<file path="src/design/bmsrfp_pkg.sv">
// Shared types, codes and constants for the battery monitor response frame parser.
package bmsrfp_pkg;

    // Default staging depth of one payload bank, in bytes
    localparam int PAYLOAD_DEPTH_DEF = 64;

    // Frame delimiters
    localparam logic [7:0] SOF_BYTE = 8'hDD;
    localparam logic [7:0] EOF_BYTE = 8'h77;
    localparam logic [7:0] STATUS_OK = 8'h00;

    // Registers that own a stored image
    localparam logic [7:0] REG_FIRST = 8'd3;
    localparam logic [7:0] REG_LAST  = 8'd5;

    // Bank pointer slots: 0..2 hold the images, 3 is the staging bank
    localparam logic [1:0] STAGE_SLOT    = 2'd3;
    localparam logic [7:0] BANK_MAP_INIT = 8'b11_10_01_00;

    // Image 3 layout
    localparam int IMG3_PAIR_END  = 18;  // plain pairs below this offset
    localparam int IMG3_N_POS     = 22;  // temperature count byte
    localparam int IMG3_TEMP_BASE = 23;  // first temperature pair

    // Transaction kinds
    localparam logic MODE_LINK = 1'b0;
    localparam logic MODE_READ = 1'b1;

    // Image select codes
    localparam logic [1:0] IMG_REG3 = 2'd0;
    localparam logic [1:0] IMG_REG4 = 2'd1;
    localparam logic [1:0] IMG_REG5 = 2'd2;
    localparam logic [1:0] IMG_NONE = 2'd3;

    typedef enum logic [2:0] {
        PH_HUNT,
        PH_REG,
        PH_STATUS,
        PH_LEN,
        PH_PAYLOAD,
        PH_CKH,
        PH_CKL,
        PH_END
    } phase_t;

    typedef enum logic [2:0] {
        EV_NONE        = 3'd0,
        EV_ACCEPTED    = 3'd1,
        EV_BAD_END     = 3'd2,
        EV_BAD_CKSUM   = 3'd3,
        EV_DEV_ERROR   = 3'd4,
        EV_UNKNOWN_REG = 3'd5
    } frame_event_t;

    typedef struct packed {
        logic       mode;
        logic [7:0] rx_byte;
        logic [1:0] image_sel;
        logic [5:0] read_index;
    } in_item_t;

    typedef struct packed {
        frame_event_t frame_event;
        logic [7:0]   frame_register;
        logic [7:0]   frame_length;
        logic [7:0]   read_data;
        logic         read_valid;
        logic [6:0]   image_length;
        logic [7:0]   status_seq;
    } out_item_t;

    // Frame close report from the parser, valid in the cycle of the step
    typedef struct packed {
        frame_event_t frame_event;
        logic [7:0]   frame_register;
        logic [7:0]   frame_length;
        logic [7:0]   status_seq;
    } frame_info_t;

endpackage

</file>
<file path="src/design/bms_response_frame_parser_core.sv">
// Top level of the battery monitor response frame parser with image read port.
//
//  channel | valid     | ready     | payload | carries
//  --------+-----------+-----------+---------+---------------------------------
//  request | req_valid | req_ready | req     | link byte or image read transaction
//  result  | rsp_valid | rsp_ready | rsp     | one result per request transaction
//
// One request transaction is accepted every cycle while req_ready is high; its result
// passes the memory read stage, then the output register.
// The rate is set by the single payload memory: one access per transaction.
// A stalled result holds the output register; one more transaction waits in the
// read stage with its memory data held, and req_ready drops only when both are full.
// Reset clears parser, bank pointers and stored lengths, not the payload memory.
module bms_response_frame_parser_core
    import bmsrfp_pkg::*;
#(
    parameter int PAYLOAD_DEPTH = PAYLOAD_DEPTH_DEF
) (
    input  logic      clk,
    input  logic      rst_n,
    input  logic      req_valid,
    output logic      req_ready,
    input  in_item_t  req,
    output logic      rsp_valid,
    input  logic      rsp_ready,
    output out_item_t rsp
);

    localparam int IDX_W = $clog2(PAYLOAD_DEPTH);
    localparam int LEN_W = $clog2(PAYLOAD_DEPTH + 1);
    localparam int RAM_DEPTH = 4 << IDX_W;  // four banks, each padded to a power of two

    // Handshake and pipeline control
    logic        accept;
    logic        out_free;
    logic        s1_move;
    logic        s1_valid_reg, s1_valid_next;
    out_item_t   s1_item_reg, s1_item_next;
    logic        rsp_valid_reg, rsp_valid_next;
    out_item_t   rsp_reg, rsp_next;

    // Parser interface
    logic                  step;
    logic                  wr_en;
    logic [IDX_W+1:0]      wr_addr;
    logic [7:0]            wr_data;
    frame_info_t           info;
    logic [3:0][1:0]       bank_map;
    logic [2:0][LEN_W-1:0] stored_len;
    logic [7:0]            img3_b22;

    // Read address path
    logic                  rd_en;
    logic [IDX_W+1:0]      rd_addr;
    logic [7:0]            rd_data;
    logic                  sel_ok;
    logic [LEN_W-1:0]      ilen;
    logic [8:0]            ilen9;
    logic                  rvalid;
    logic [7:0]            temp_n;
    logic [9:0]            lim1, lim2, idx10;
    logic [6:0]            idx7, pair_even, pair_odd, p, p1, rd_idx7;
    logic                  in_pair;
    logic                  swap;

    assign out_free = !rsp_valid_reg || rsp_ready;
    assign s1_move  = s1_valid_reg && out_free;
    assign req_ready = !s1_valid_reg || out_free;
    assign accept   = req_valid && req_ready;
    assign step     = accept && (req.mode == MODE_LINK);
    assign rd_en    = accept && (req.mode == MODE_READ);

    bmsrfp_parser #(
        .PAYLOAD_DEPTH (PAYLOAD_DEPTH)
    ) u_parser (
        .clk        (clk),
        .rst_n      (rst_n),
        .step       (step),
        .rx_byte    (req.rx_byte),
        .wr_en      (wr_en),
        .wr_addr    (wr_addr),
        .wr_data    (wr_data),
        .info       (info),
        .bank_map   (bank_map),
        .stored_len (stored_len),
        .img3_b22   (img3_b22)
    );

    // Image lookup: length check, pair swap, partner offset.
    // Only committed banks give read data and only the staging bank is written, so a
    // read never meets a write to the same entry.
    always_comb
    begin
        sel_ok = (req.image_sel != IMG_NONE);
        ilen   = sel_ok ? stored_len[req.image_sel] : '0;
        ilen9  = 9'(ilen);
        idx7   = {1'b0, req.read_index};
        idx10  = 10'(req.read_index);
        rvalid = sel_ok && (9'(req.read_index) < ilen9);

        // temperature count, or the widest span when byte 22 is not stored
        temp_n = (ilen9 > 9'(IMG3_N_POS)) ? img3_b22 : 8'hFF;
        lim1   = 10'(IMG3_TEMP_BASE) + {1'b0, temp_n, 1'b0};
        lim2   = lim1 + 10'd1;

        pair_even = {idx7[6:1], 1'b0};
        pair_odd  = idx7[0] ? idx7 : (idx7 - 7'd1);

        in_pair = 1'b0;
        p       = pair_even;
        case (req.image_sel)
            IMG_REG3:
            begin
                if ((idx10 < 10'(IMG3_PAIR_END)) || (idx10 >= lim2))
                begin
                    in_pair = 1'b1;
                    p       = pair_even;
                end
                else if ((idx10 >= 10'(IMG3_TEMP_BASE)) && (idx10 < lim1))
                begin
                    // temperature pairs start on odd offsets
                    in_pair = 1'b1;
                    p       = pair_odd;
                end
            end
            IMG_REG4:
            begin
                in_pair = 1'b1;
                p       = pair_even;
            end
            default:
            begin
                in_pair = 1'b0;
            end
        endcase

        p1      = p + 7'd1;
        // a pair cut off by the stored length stays raw
        swap    = in_pair && (9'(p1) < ilen9);
        rd_idx7 = swap ? ((idx7 == p) ? p1 : p) : idx7;
        rd_addr = {bank_map[req.image_sel], IDX_W'(rd_idx7)};
    end

    bmsrfp_ram #(
        .WIDTH (8),
        .DEPTH (RAM_DEPTH)
    ) u_payload_ram (
        .clk     (clk),
        .wr_en   (wr_en),
        .wr_addr (wr_addr),
        .wr_data (wr_data),
        .rd_en   (rd_en),
        .rd_addr (rd_addr),
        .rd_data (rd_data)
    );

    // Stage 1 holds everything but the memory byte
    always_comb
    begin
        s1_valid_next = s1_valid_reg;
        s1_item_next  = s1_item_reg;
        if (accept)
        begin
            s1_valid_next               = 1'b1;
            s1_item_next.frame_event    = info.frame_event;
            s1_item_next.frame_register = info.frame_register;
            s1_item_next.frame_length   = info.frame_length;
            s1_item_next.read_data      = 8'd0;
            s1_item_next.read_valid     = rd_en && rvalid;
            s1_item_next.image_length   = rd_en ? 7'(ilen) : 7'd0;
            s1_item_next.status_seq     = info.status_seq;
        end
        else if (s1_move)
        begin
            s1_valid_next = 1'b0;
        end
    end

    // Output register; read data is zero unless the read was in range
    always_comb
    begin
        rsp_valid_next = rsp_valid_reg;
        rsp_next       = rsp_reg;
        if (s1_move)
        begin
            rsp_valid_next     = 1'b1;
            rsp_next           = s1_item_reg;
            rsp_next.read_data = s1_item_reg.read_valid ? rd_data : 8'd0;
        end
        else if (rsp_ready)
        begin
            rsp_valid_next = 1'b0;
        end
    end

    always_ff @(posedge clk or negedge rst_n)
    begin
        if (!rst_n)
        begin
            s1_valid_reg  <= 1'b0;
            rsp_valid_reg <= 1'b0;
        end
        else
        begin
            s1_valid_reg  <= s1_valid_next;
            rsp_valid_reg <= rsp_valid_next;
        end
    end

    always_ff @(posedge clk)
    begin
        s1_item_reg <= s1_item_next;
        rsp_reg     <= rsp_next;
    end

    assign rsp_valid = rsp_valid_reg;
    assign rsp       = rsp_reg;

endmodule

</file>
<file path="src/design/bmsrfp_ram.sv">
// Generic simple dual-port RAM, one write port, one registered read port.
module bmsrfp_ram
    import bmsrfp_pkg::*;
#(
    parameter int WIDTH = 8,
    parameter int DEPTH = 4 * PAYLOAD_DEPTH_DEF,
    localparam int ADDR_W = $clog2(DEPTH)
) (
    input  logic              clk,
    input  logic              wr_en,
    input  logic [ADDR_W-1:0] wr_addr,
    input  logic [WIDTH-1:0]  wr_data,
    input  logic              rd_en,
    input  logic [ADDR_W-1:0] rd_addr,
    output logic [WIDTH-1:0]  rd_data
);

    logic [WIDTH-1:0] mem_reg [DEPTH];
    logic [WIDTH-1:0] rd_data_reg;

    always_ff @(posedge clk)
    begin
        if (wr_en)
        begin
            mem_reg[wr_addr] <= wr_data;
        end
        if (rd_en)
        begin
            rd_data_reg <= mem_reg[rd_addr];
        end
    end

    assign rd_data = rd_data_reg;

endmodule

</file>
<file path="src/design/bmsrfp_parser.sv">
// Link byte deframer: phase machine, checksum, staging writes and bank commit.
module bmsrfp_parser
    import bmsrfp_pkg::*;
#(
    parameter int PAYLOAD_DEPTH = PAYLOAD_DEPTH_DEF,
    localparam int IDX_W = $clog2(PAYLOAD_DEPTH),
    localparam int LEN_W = $clog2(PAYLOAD_DEPTH + 1)
) (
    input  logic                     clk,
    input  logic                     rst_n,
    input  logic                     step,
    input  logic [7:0]               rx_byte,
    output logic                     wr_en,
    output logic [IDX_W+1:0]         wr_addr,
    output logic [7:0]               wr_data,
    output frame_info_t              info,
    output logic [3:0][1:0]          bank_map,
    output logic [2:0][LEN_W-1:0]    stored_len,
    output logic [7:0]               img3_b22
);

    localparam logic [7:0] DEPTH8 = 8'(PAYLOAD_DEPTH);

    phase_t               phase_reg, phase_next;
    logic [7:0]           hreg_reg, hreg_next;
    logic [7:0]           hstat_reg, hstat_next;
    logic [7:0]           hlen_reg, hlen_next;
    logic [7:0]           bc_reg, bc_next;
    logic [15:0]          sum_reg, sum_next;
    logic [7:0]           ckh_reg, ckh_next;
    logic [3:0][1:0]      map_reg, map_next;
    logic [2:0][LEN_W-1:0] slen_reg, slen_next;
    logic [7:0]           seq_reg, seq_next;
    logic [7:0]           stage_b22_reg, stage_b22_next;
    logic [7:0]           img3_b22_reg, img3_b22_next;
    logic [7:0]           count_inc;
    logic [1:0]           slot;
    logic                 known_reg;

    assign count_inc = bc_reg + 8'd1;
    assign slot      = 2'(hreg_reg - REG_FIRST);
    assign known_reg = (hreg_reg >= REG_FIRST) && (hreg_reg <= REG_LAST);

    always_comb
    begin : next_state
        phase_next = phase_reg;
        if (step)
        begin
            unique case (phase_reg)
                PH_HUNT:    if (rx_byte == SOF_BYTE) phase_next = PH_REG;
                PH_REG:     phase_next = PH_STATUS;
                PH_STATUS:  phase_next = PH_LEN;
                PH_LEN:     phase_next = (rx_byte == 8'd0) ? PH_CKH : PH_PAYLOAD;
                PH_PAYLOAD: if (count_inc >= hlen_reg) phase_next = PH_CKH;
                PH_CKH:     phase_next = PH_CKL;
                PH_CKL:     phase_next = PH_END;
                PH_END:     phase_next = PH_HUNT;
                default:    phase_next = PH_HUNT;
            endcase
        end
    end

    always_comb
    begin : outputs
        hreg_next      = hreg_reg;
        hstat_next     = hstat_reg;
        hlen_next      = hlen_reg;
        bc_next        = bc_reg;
        sum_next       = sum_reg;
        ckh_next       = ckh_reg;
        map_next       = map_reg;
        slen_next      = slen_reg;
        seq_next       = seq_reg;
        stage_b22_next = stage_b22_reg;
        img3_b22_next  = img3_b22_reg;
        wr_en          = 1'b0;
        info.frame_event    = EV_NONE;
        info.frame_register = 8'd0;
        info.frame_length   = 8'd0;
        if (step)
        begin
            unique case (phase_reg)
                PH_HUNT:
                begin
                end
                PH_REG:
                begin
                    hreg_next = rx_byte;
                end
                PH_STATUS:
                begin
                    hstat_next = rx_byte;
                    sum_next   = {8'd0, rx_byte};
                end
                PH_LEN:
                begin
                    hlen_next = rx_byte;
                    sum_next  = sum_reg + {8'd0, rx_byte};
                    bc_next   = 8'd0;
                end
                PH_PAYLOAD:
                begin
                    // bytes past the bank depth count toward the sum only
                    wr_en = (bc_reg < DEPTH8);
                    if (bc_reg == 8'(IMG3_N_POS))
                    begin
                        stage_b22_next = rx_byte;
                    end
                    sum_next = sum_reg + {8'd0, rx_byte};
                    bc_next  = count_inc;
                end
                PH_CKH:
                begin
                    ckh_next = rx_byte;
                end
                PH_CKL:
                begin
                    sum_next = sum_reg + {ckh_reg, rx_byte};
                end
                PH_END:
                begin
                    info.frame_register = hreg_reg;
                    info.frame_length   = hlen_reg;
                    if (rx_byte != EOF_BYTE)
                    begin
                        info.frame_event = EV_BAD_END;
                    end
                    else if (sum_reg != 16'd0)
                    begin
                        info.frame_event = EV_BAD_CKSUM;
                    end
                    else if (hstat_reg != STATUS_OK)
                    begin
                        info.frame_event = EV_DEV_ERROR;
                    end
                    else if (known_reg)
                    begin
                        // commit: staging bank becomes the image, old image is the new stage
                        info.frame_event     = EV_ACCEPTED;
                        map_next[slot]       = map_reg[STAGE_SLOT];
                        map_next[STAGE_SLOT] = map_reg[slot];
                        slen_next[slot]      = (hlen_reg < DEPTH8) ? LEN_W'(hlen_reg)
                                                                   : LEN_W'(PAYLOAD_DEPTH);
                        if (slot == IMG_REG3)
                        begin
                            seq_next      = seq_reg + 8'd1;
                            img3_b22_next = stage_b22_reg;
                        end
                    end
                    else
                    begin
                        info.frame_event = EV_UNKNOWN_REG;
                    end
                end
                default:
                begin
                end
            endcase
        end
        info.status_seq = seq_next;
    end

    assign wr_addr    = {map_reg[STAGE_SLOT], bc_reg[IDX_W-1:0]};
    assign wr_data    = rx_byte;
    assign bank_map   = map_reg;
    assign stored_len = slen_reg;
    assign img3_b22   = img3_b22_reg;

    always_ff @(posedge clk or negedge rst_n)
    begin
        if (!rst_n)
        begin
            phase_reg     <= PH_HUNT;
            hreg_reg      <= 8'd0;
            hstat_reg     <= 8'd0;
            hlen_reg      <= 8'd0;
            bc_reg        <= 8'd0;
            sum_reg       <= 16'd0;
            ckh_reg       <= 8'd0;
            map_reg       <= BANK_MAP_INIT;
            slen_reg      <= '0;
            seq_reg       <= 8'd0;
            stage_b22_reg <= 8'd0;
            img3_b22_reg  <= 8'd0;
        end
        else
        begin
            phase_reg     <= phase_next;
            hreg_reg      <= hreg_next;
            hstat_reg     <= hstat_next;
            hlen_reg      <= hlen_next;
            bc_reg        <= bc_next;
            sum_reg       <= sum_next;
            ckh_reg       <= ckh_next;
            map_reg       <= map_next;
            slen_reg      <= slen_next;
            seq_reg       <= seq_next;
            stage_b22_reg <= stage_b22_next;
            img3_b22_reg  <= img3_b22_next;
        end
    end

endmodule

</file>
<file path="config.mk">
export PLATFORM = sky130hd
export DESIGN_NAME = bms_response_frame_parser_core
export DESIGN_NICKNAME = d
export VERILOG_FILES = /design/src/design/bmsrfp_pkg.sv /design/src/design/bms_response_frame_parser_core.sv /design/src/design/bmsrfp_ram.sv /design/src/design/bmsrfp_parser.sv
export SDC_FILE = /design/constraint.sdc
export NUM_CORES = 2
export LEC_CHECK = 0
export ABC_AREA = 1
export BUFFER_PORTS_ARGS = -buffer_cell sky130_fd_sc_hd__buf_2
export CAP_MARGIN = 30
export CORE_ASPECT_RATIO = 0.7
export CORE_MARGIN = 2
export CORE_UTILIZATION = 33
export CTS_CLUSTER_DIAMETER = 40
export DETAILED_ROUTE_END_ITERATION = 8
export GPL_TIMING_DRIVEN = 0
export MAX_ROUTING_LAYER = met4
export SYNTH_ARGS = -nofsm -noshare
export SYNTH_HDL_FRONTEND = slang
export SYNTH_SLANG_ARGS = --single-unit
</file>
<file path="constraint.sdc">
create_clock -name clk -period 7.96 [get_ports clk]
set_clock_uncertainty 0.15 [all_clocks]
set_input_delay 0.398 -clock clk [delete_from_list [all_inputs] [get_ports clk]]
set_output_delay 0.398 -clock clk [all_outputs]
set_load 0.05 [all_outputs]
</file>
==> flow_summary.yaml <==
sta:
  setup_viol: 0
  slew_headroom: 0.278
  tns_ps: 0
  fin_crit_sh: 0.961
  max_freq_ghz: 0.131
  hold_violations: 0
  worst_pin_slew_ps: 1080
  final-max-slew-violation-count: 0
  fin_crit_ps: 7650
synth:
  syn_avg_cell_area_um2: 10.2
  yosysTopAreaCellShare: 0.643
  synth_commonest_cells: "nand2_1 (2,499), edfxtp_1 (2,134), nand3_1 (1,886)"
  synth.yosys.seq_area_share: 0.672
  synthArstFlopShare: 0.0507
  synth_edf_count: 2134
  synth_cell_types: 52
  synth.largest_area_cell: "edfxtp_1"
  syn_nets: 9843
  synthTopCellsByArea: "edfxtp_1 (64%), nand3_1 (9.5%), nand2_1 (9.4%)"
  ys_seq_elements: 2248
  synth_most_common_cell: "nand2_1"
  ys_warn_count: 0
  synthFlopType: "edfxtp_1"
  synth_cells: 9760
  syn_area_um2: 99700
clock_network:
  cts_made_buffers: 238
  worstSkewPairLatency_ps: 920
  clkTransAtPathRegs_ps: 70
  cts_sinks: 2248
  root_buffer: "clkbuf_16"
  cts_tree: "built"
  clock_path_buffers: 4
  cts_max_level: 4
run_status:
  status: "completed"
setup_path:
  crit_required_ps: 8480
  cp.buffers_inverters: 8
  worstPathArrival_ps: 8170
  path_delay_family: "simple AND/OR/NAND/NOR gates"
  start_kind: "flop"
  crit_top_cell: "nand2_1"
  worst_path_largest_cell_delay_ps: 460
  cp-end-kind: "flop"
  cpMaxStageDelayCell: "clkbuf_4"
  worstPathMaxFanout: 13
  worstSetupPathType: "flop to flop"
die:
  die_w_um: 661
  coreArea_um2: 300000
  io_pins: 66
  row_count: 168
  die_y_um: 464
  die-area_um2: 306000
  floorplan.initialDensity: 0.332
global_route:
  grt_overflow_total: 0
  first_global_vias: 65700
  grt_pass1_wl_um: 486000
  grt_max_degree: 129
  grt_usage: 0.227
  antenna_found_initial: 16
detailed_routing:
  dr_total_vias: 73800
  drt_wl_total_um: 353000
  drt-pass1-iter-count: 8
  wl_per_cell_um: 24.6
  drt_iter0_drc: 11700
  drtAntennaViolNets: 0
  via_per_inst: 5.13
  drc: 0
final_layout:
  layout-drive-gt1-share: 0.127
  seq_area_um2: 66900
  multi_input_area_um2: 25400
  fill_cells: 28900
  syn_to_final_growth_pct: 18.8
  nNetsFinal: 10300
  largest_register_ffs: 2048
placement:
  place_congestion: 0.990
  placement.io_buffers: 64
  dp_hpwl_um: 242000
min_path:
  worstHoldPathType: "primary input to flop"
pwr:
  ir_worst_vdd_mv: 0.216
  power_leakage_nw: 49.1
  power.density_nw_per_um2: 248
  total_power_w: 0.0294
job:
  cap_violations: 0
## final timing paths
kind                                         start                       end  slack (ps)  cells past startpoint
hold / removal                              req[6]           s1_item_reg[14]          40                      4
hold reg to reg                     s1_item_reg[1]                    rsp[1]         260                      0
setup / recovery           u_parser.stored_len[10]  u_payload_ram.rd_data[0]         310                     48
setup reg to reg           u_parser.stored_len[10]  u_payload_ram.rd_data[0]         310                     48
max in group asynchronous                    rst_n      u_parser.bank_map[2]        6850                      4
min in group asynchronous                    rst_n     u_parser.hstat_reg[3]         400                      4
## metrics by stage
| stage | area, um2 | util | hold WS [ps] | cells | worst slack, ps |
|---|---|---|---|---|---|
| floorplan | 99700 | - | -47.6 | 9760 | 1230 |
| global placement | 105000 | 0.350 | 253 | 13800 | -2290 |
| detailed placement | 106000 | 0.354 | 182 | 13900 | -2070 |
| CTS | 115000 | 0.384 | 13.3 | 14300 | -6.29 |
| global route | 118000 | 0.395 | 43.4 | 14400 | -114 |
| finish | 118000 | 0.395 | 43.6 | 14400 | 311 |
## logic make-up after synthesis
kind of cell | share of synthesized area
compound gates | 0.0183
xor+xnor | 0.00176
fa+ha+maj | 0.00786
buf+inv | 0.0935
flops | 0.672
mux | 0.000201
simple gates | 0.207
## report_power, final
part	internal, W	switching, W	leakage (nW)	total [W]
Sequential	0.0131	0.000105	20.7	0.0132
Combinational	0.00125	0.00348	24.6	0.00473
Clock	0.00640	0.00504	3.77	0.0114
## layer usage
layer | GRT usage | routed length, um
met5 | - | 0
met4 | 0.0615 | 10000
met3 | 0.0816 | 54800
met2 | 0.290 | 137000
met1 | 0.333 | 151000
## layout make-up
class / instances / area share
antenna: 31 / 0.000655
buffer: 505 / 0.0357
clock buffer: 279 / 0.0521
clock inverter: 152 / 0.0136
inverter: 1807 / 0.0573
multi-input combinational: 5200 / 0.215
sequential: 2248 / 0.565
tap: 3995 / 0.0422
timing repair buffer: 169 / 0.0186
## what timing repair did
item	in CTS	in global routing
pin swaps	12	51
endpoints found under the setup margin	8	8
gates cloned	1	15
hold buffers	19	0
gates resized for setup	291	675
buffers inserted	6	8
endpoints found under the hold margin	562	0
## cell usage in the layout (no fill, tap or decap), types with 25 or more instances in the layout
| cell type | instances |
|---|---|
| clkinv_1 | 42 |
| inv_1 | 1793 |
| nand3_4 | 47 |
| buf_2 | 207 |
| clkinv_2 | 28 |
| buf_12 | 39 |
| a21oi_1 | 31 |
| clkbuf_4 | 42 |
| nand2_1 | 2490 |
| buf_4 | 77 |
| nor2_1 | 369 |
| o21ai_0 | 142 |
| buf_8 | 47 |
| nand3_2 | 248 |
| buf_6 | 98 |
| dfrtp_1 | 110 |
| o211ai_1 | 72 |
| nand3_1 | 1596 |
| clkbuf_2 | 47 |
| clkbuf_16 | 255 |
| buf_16 | 34 |
| ha_1 | 58 |
| edfxtp_1 | 2134 |
| clkbuf_1 | 81 |
| bufinv_16 | 25 |
| diode_2 | 31 |
## tightest hold or removal path, cell delays in order
cell and delay [ps]:
buf_2 140, nor2_4 190, a21oi_1 140, nor2_1 110
Power figures use the tool's default switching activity.
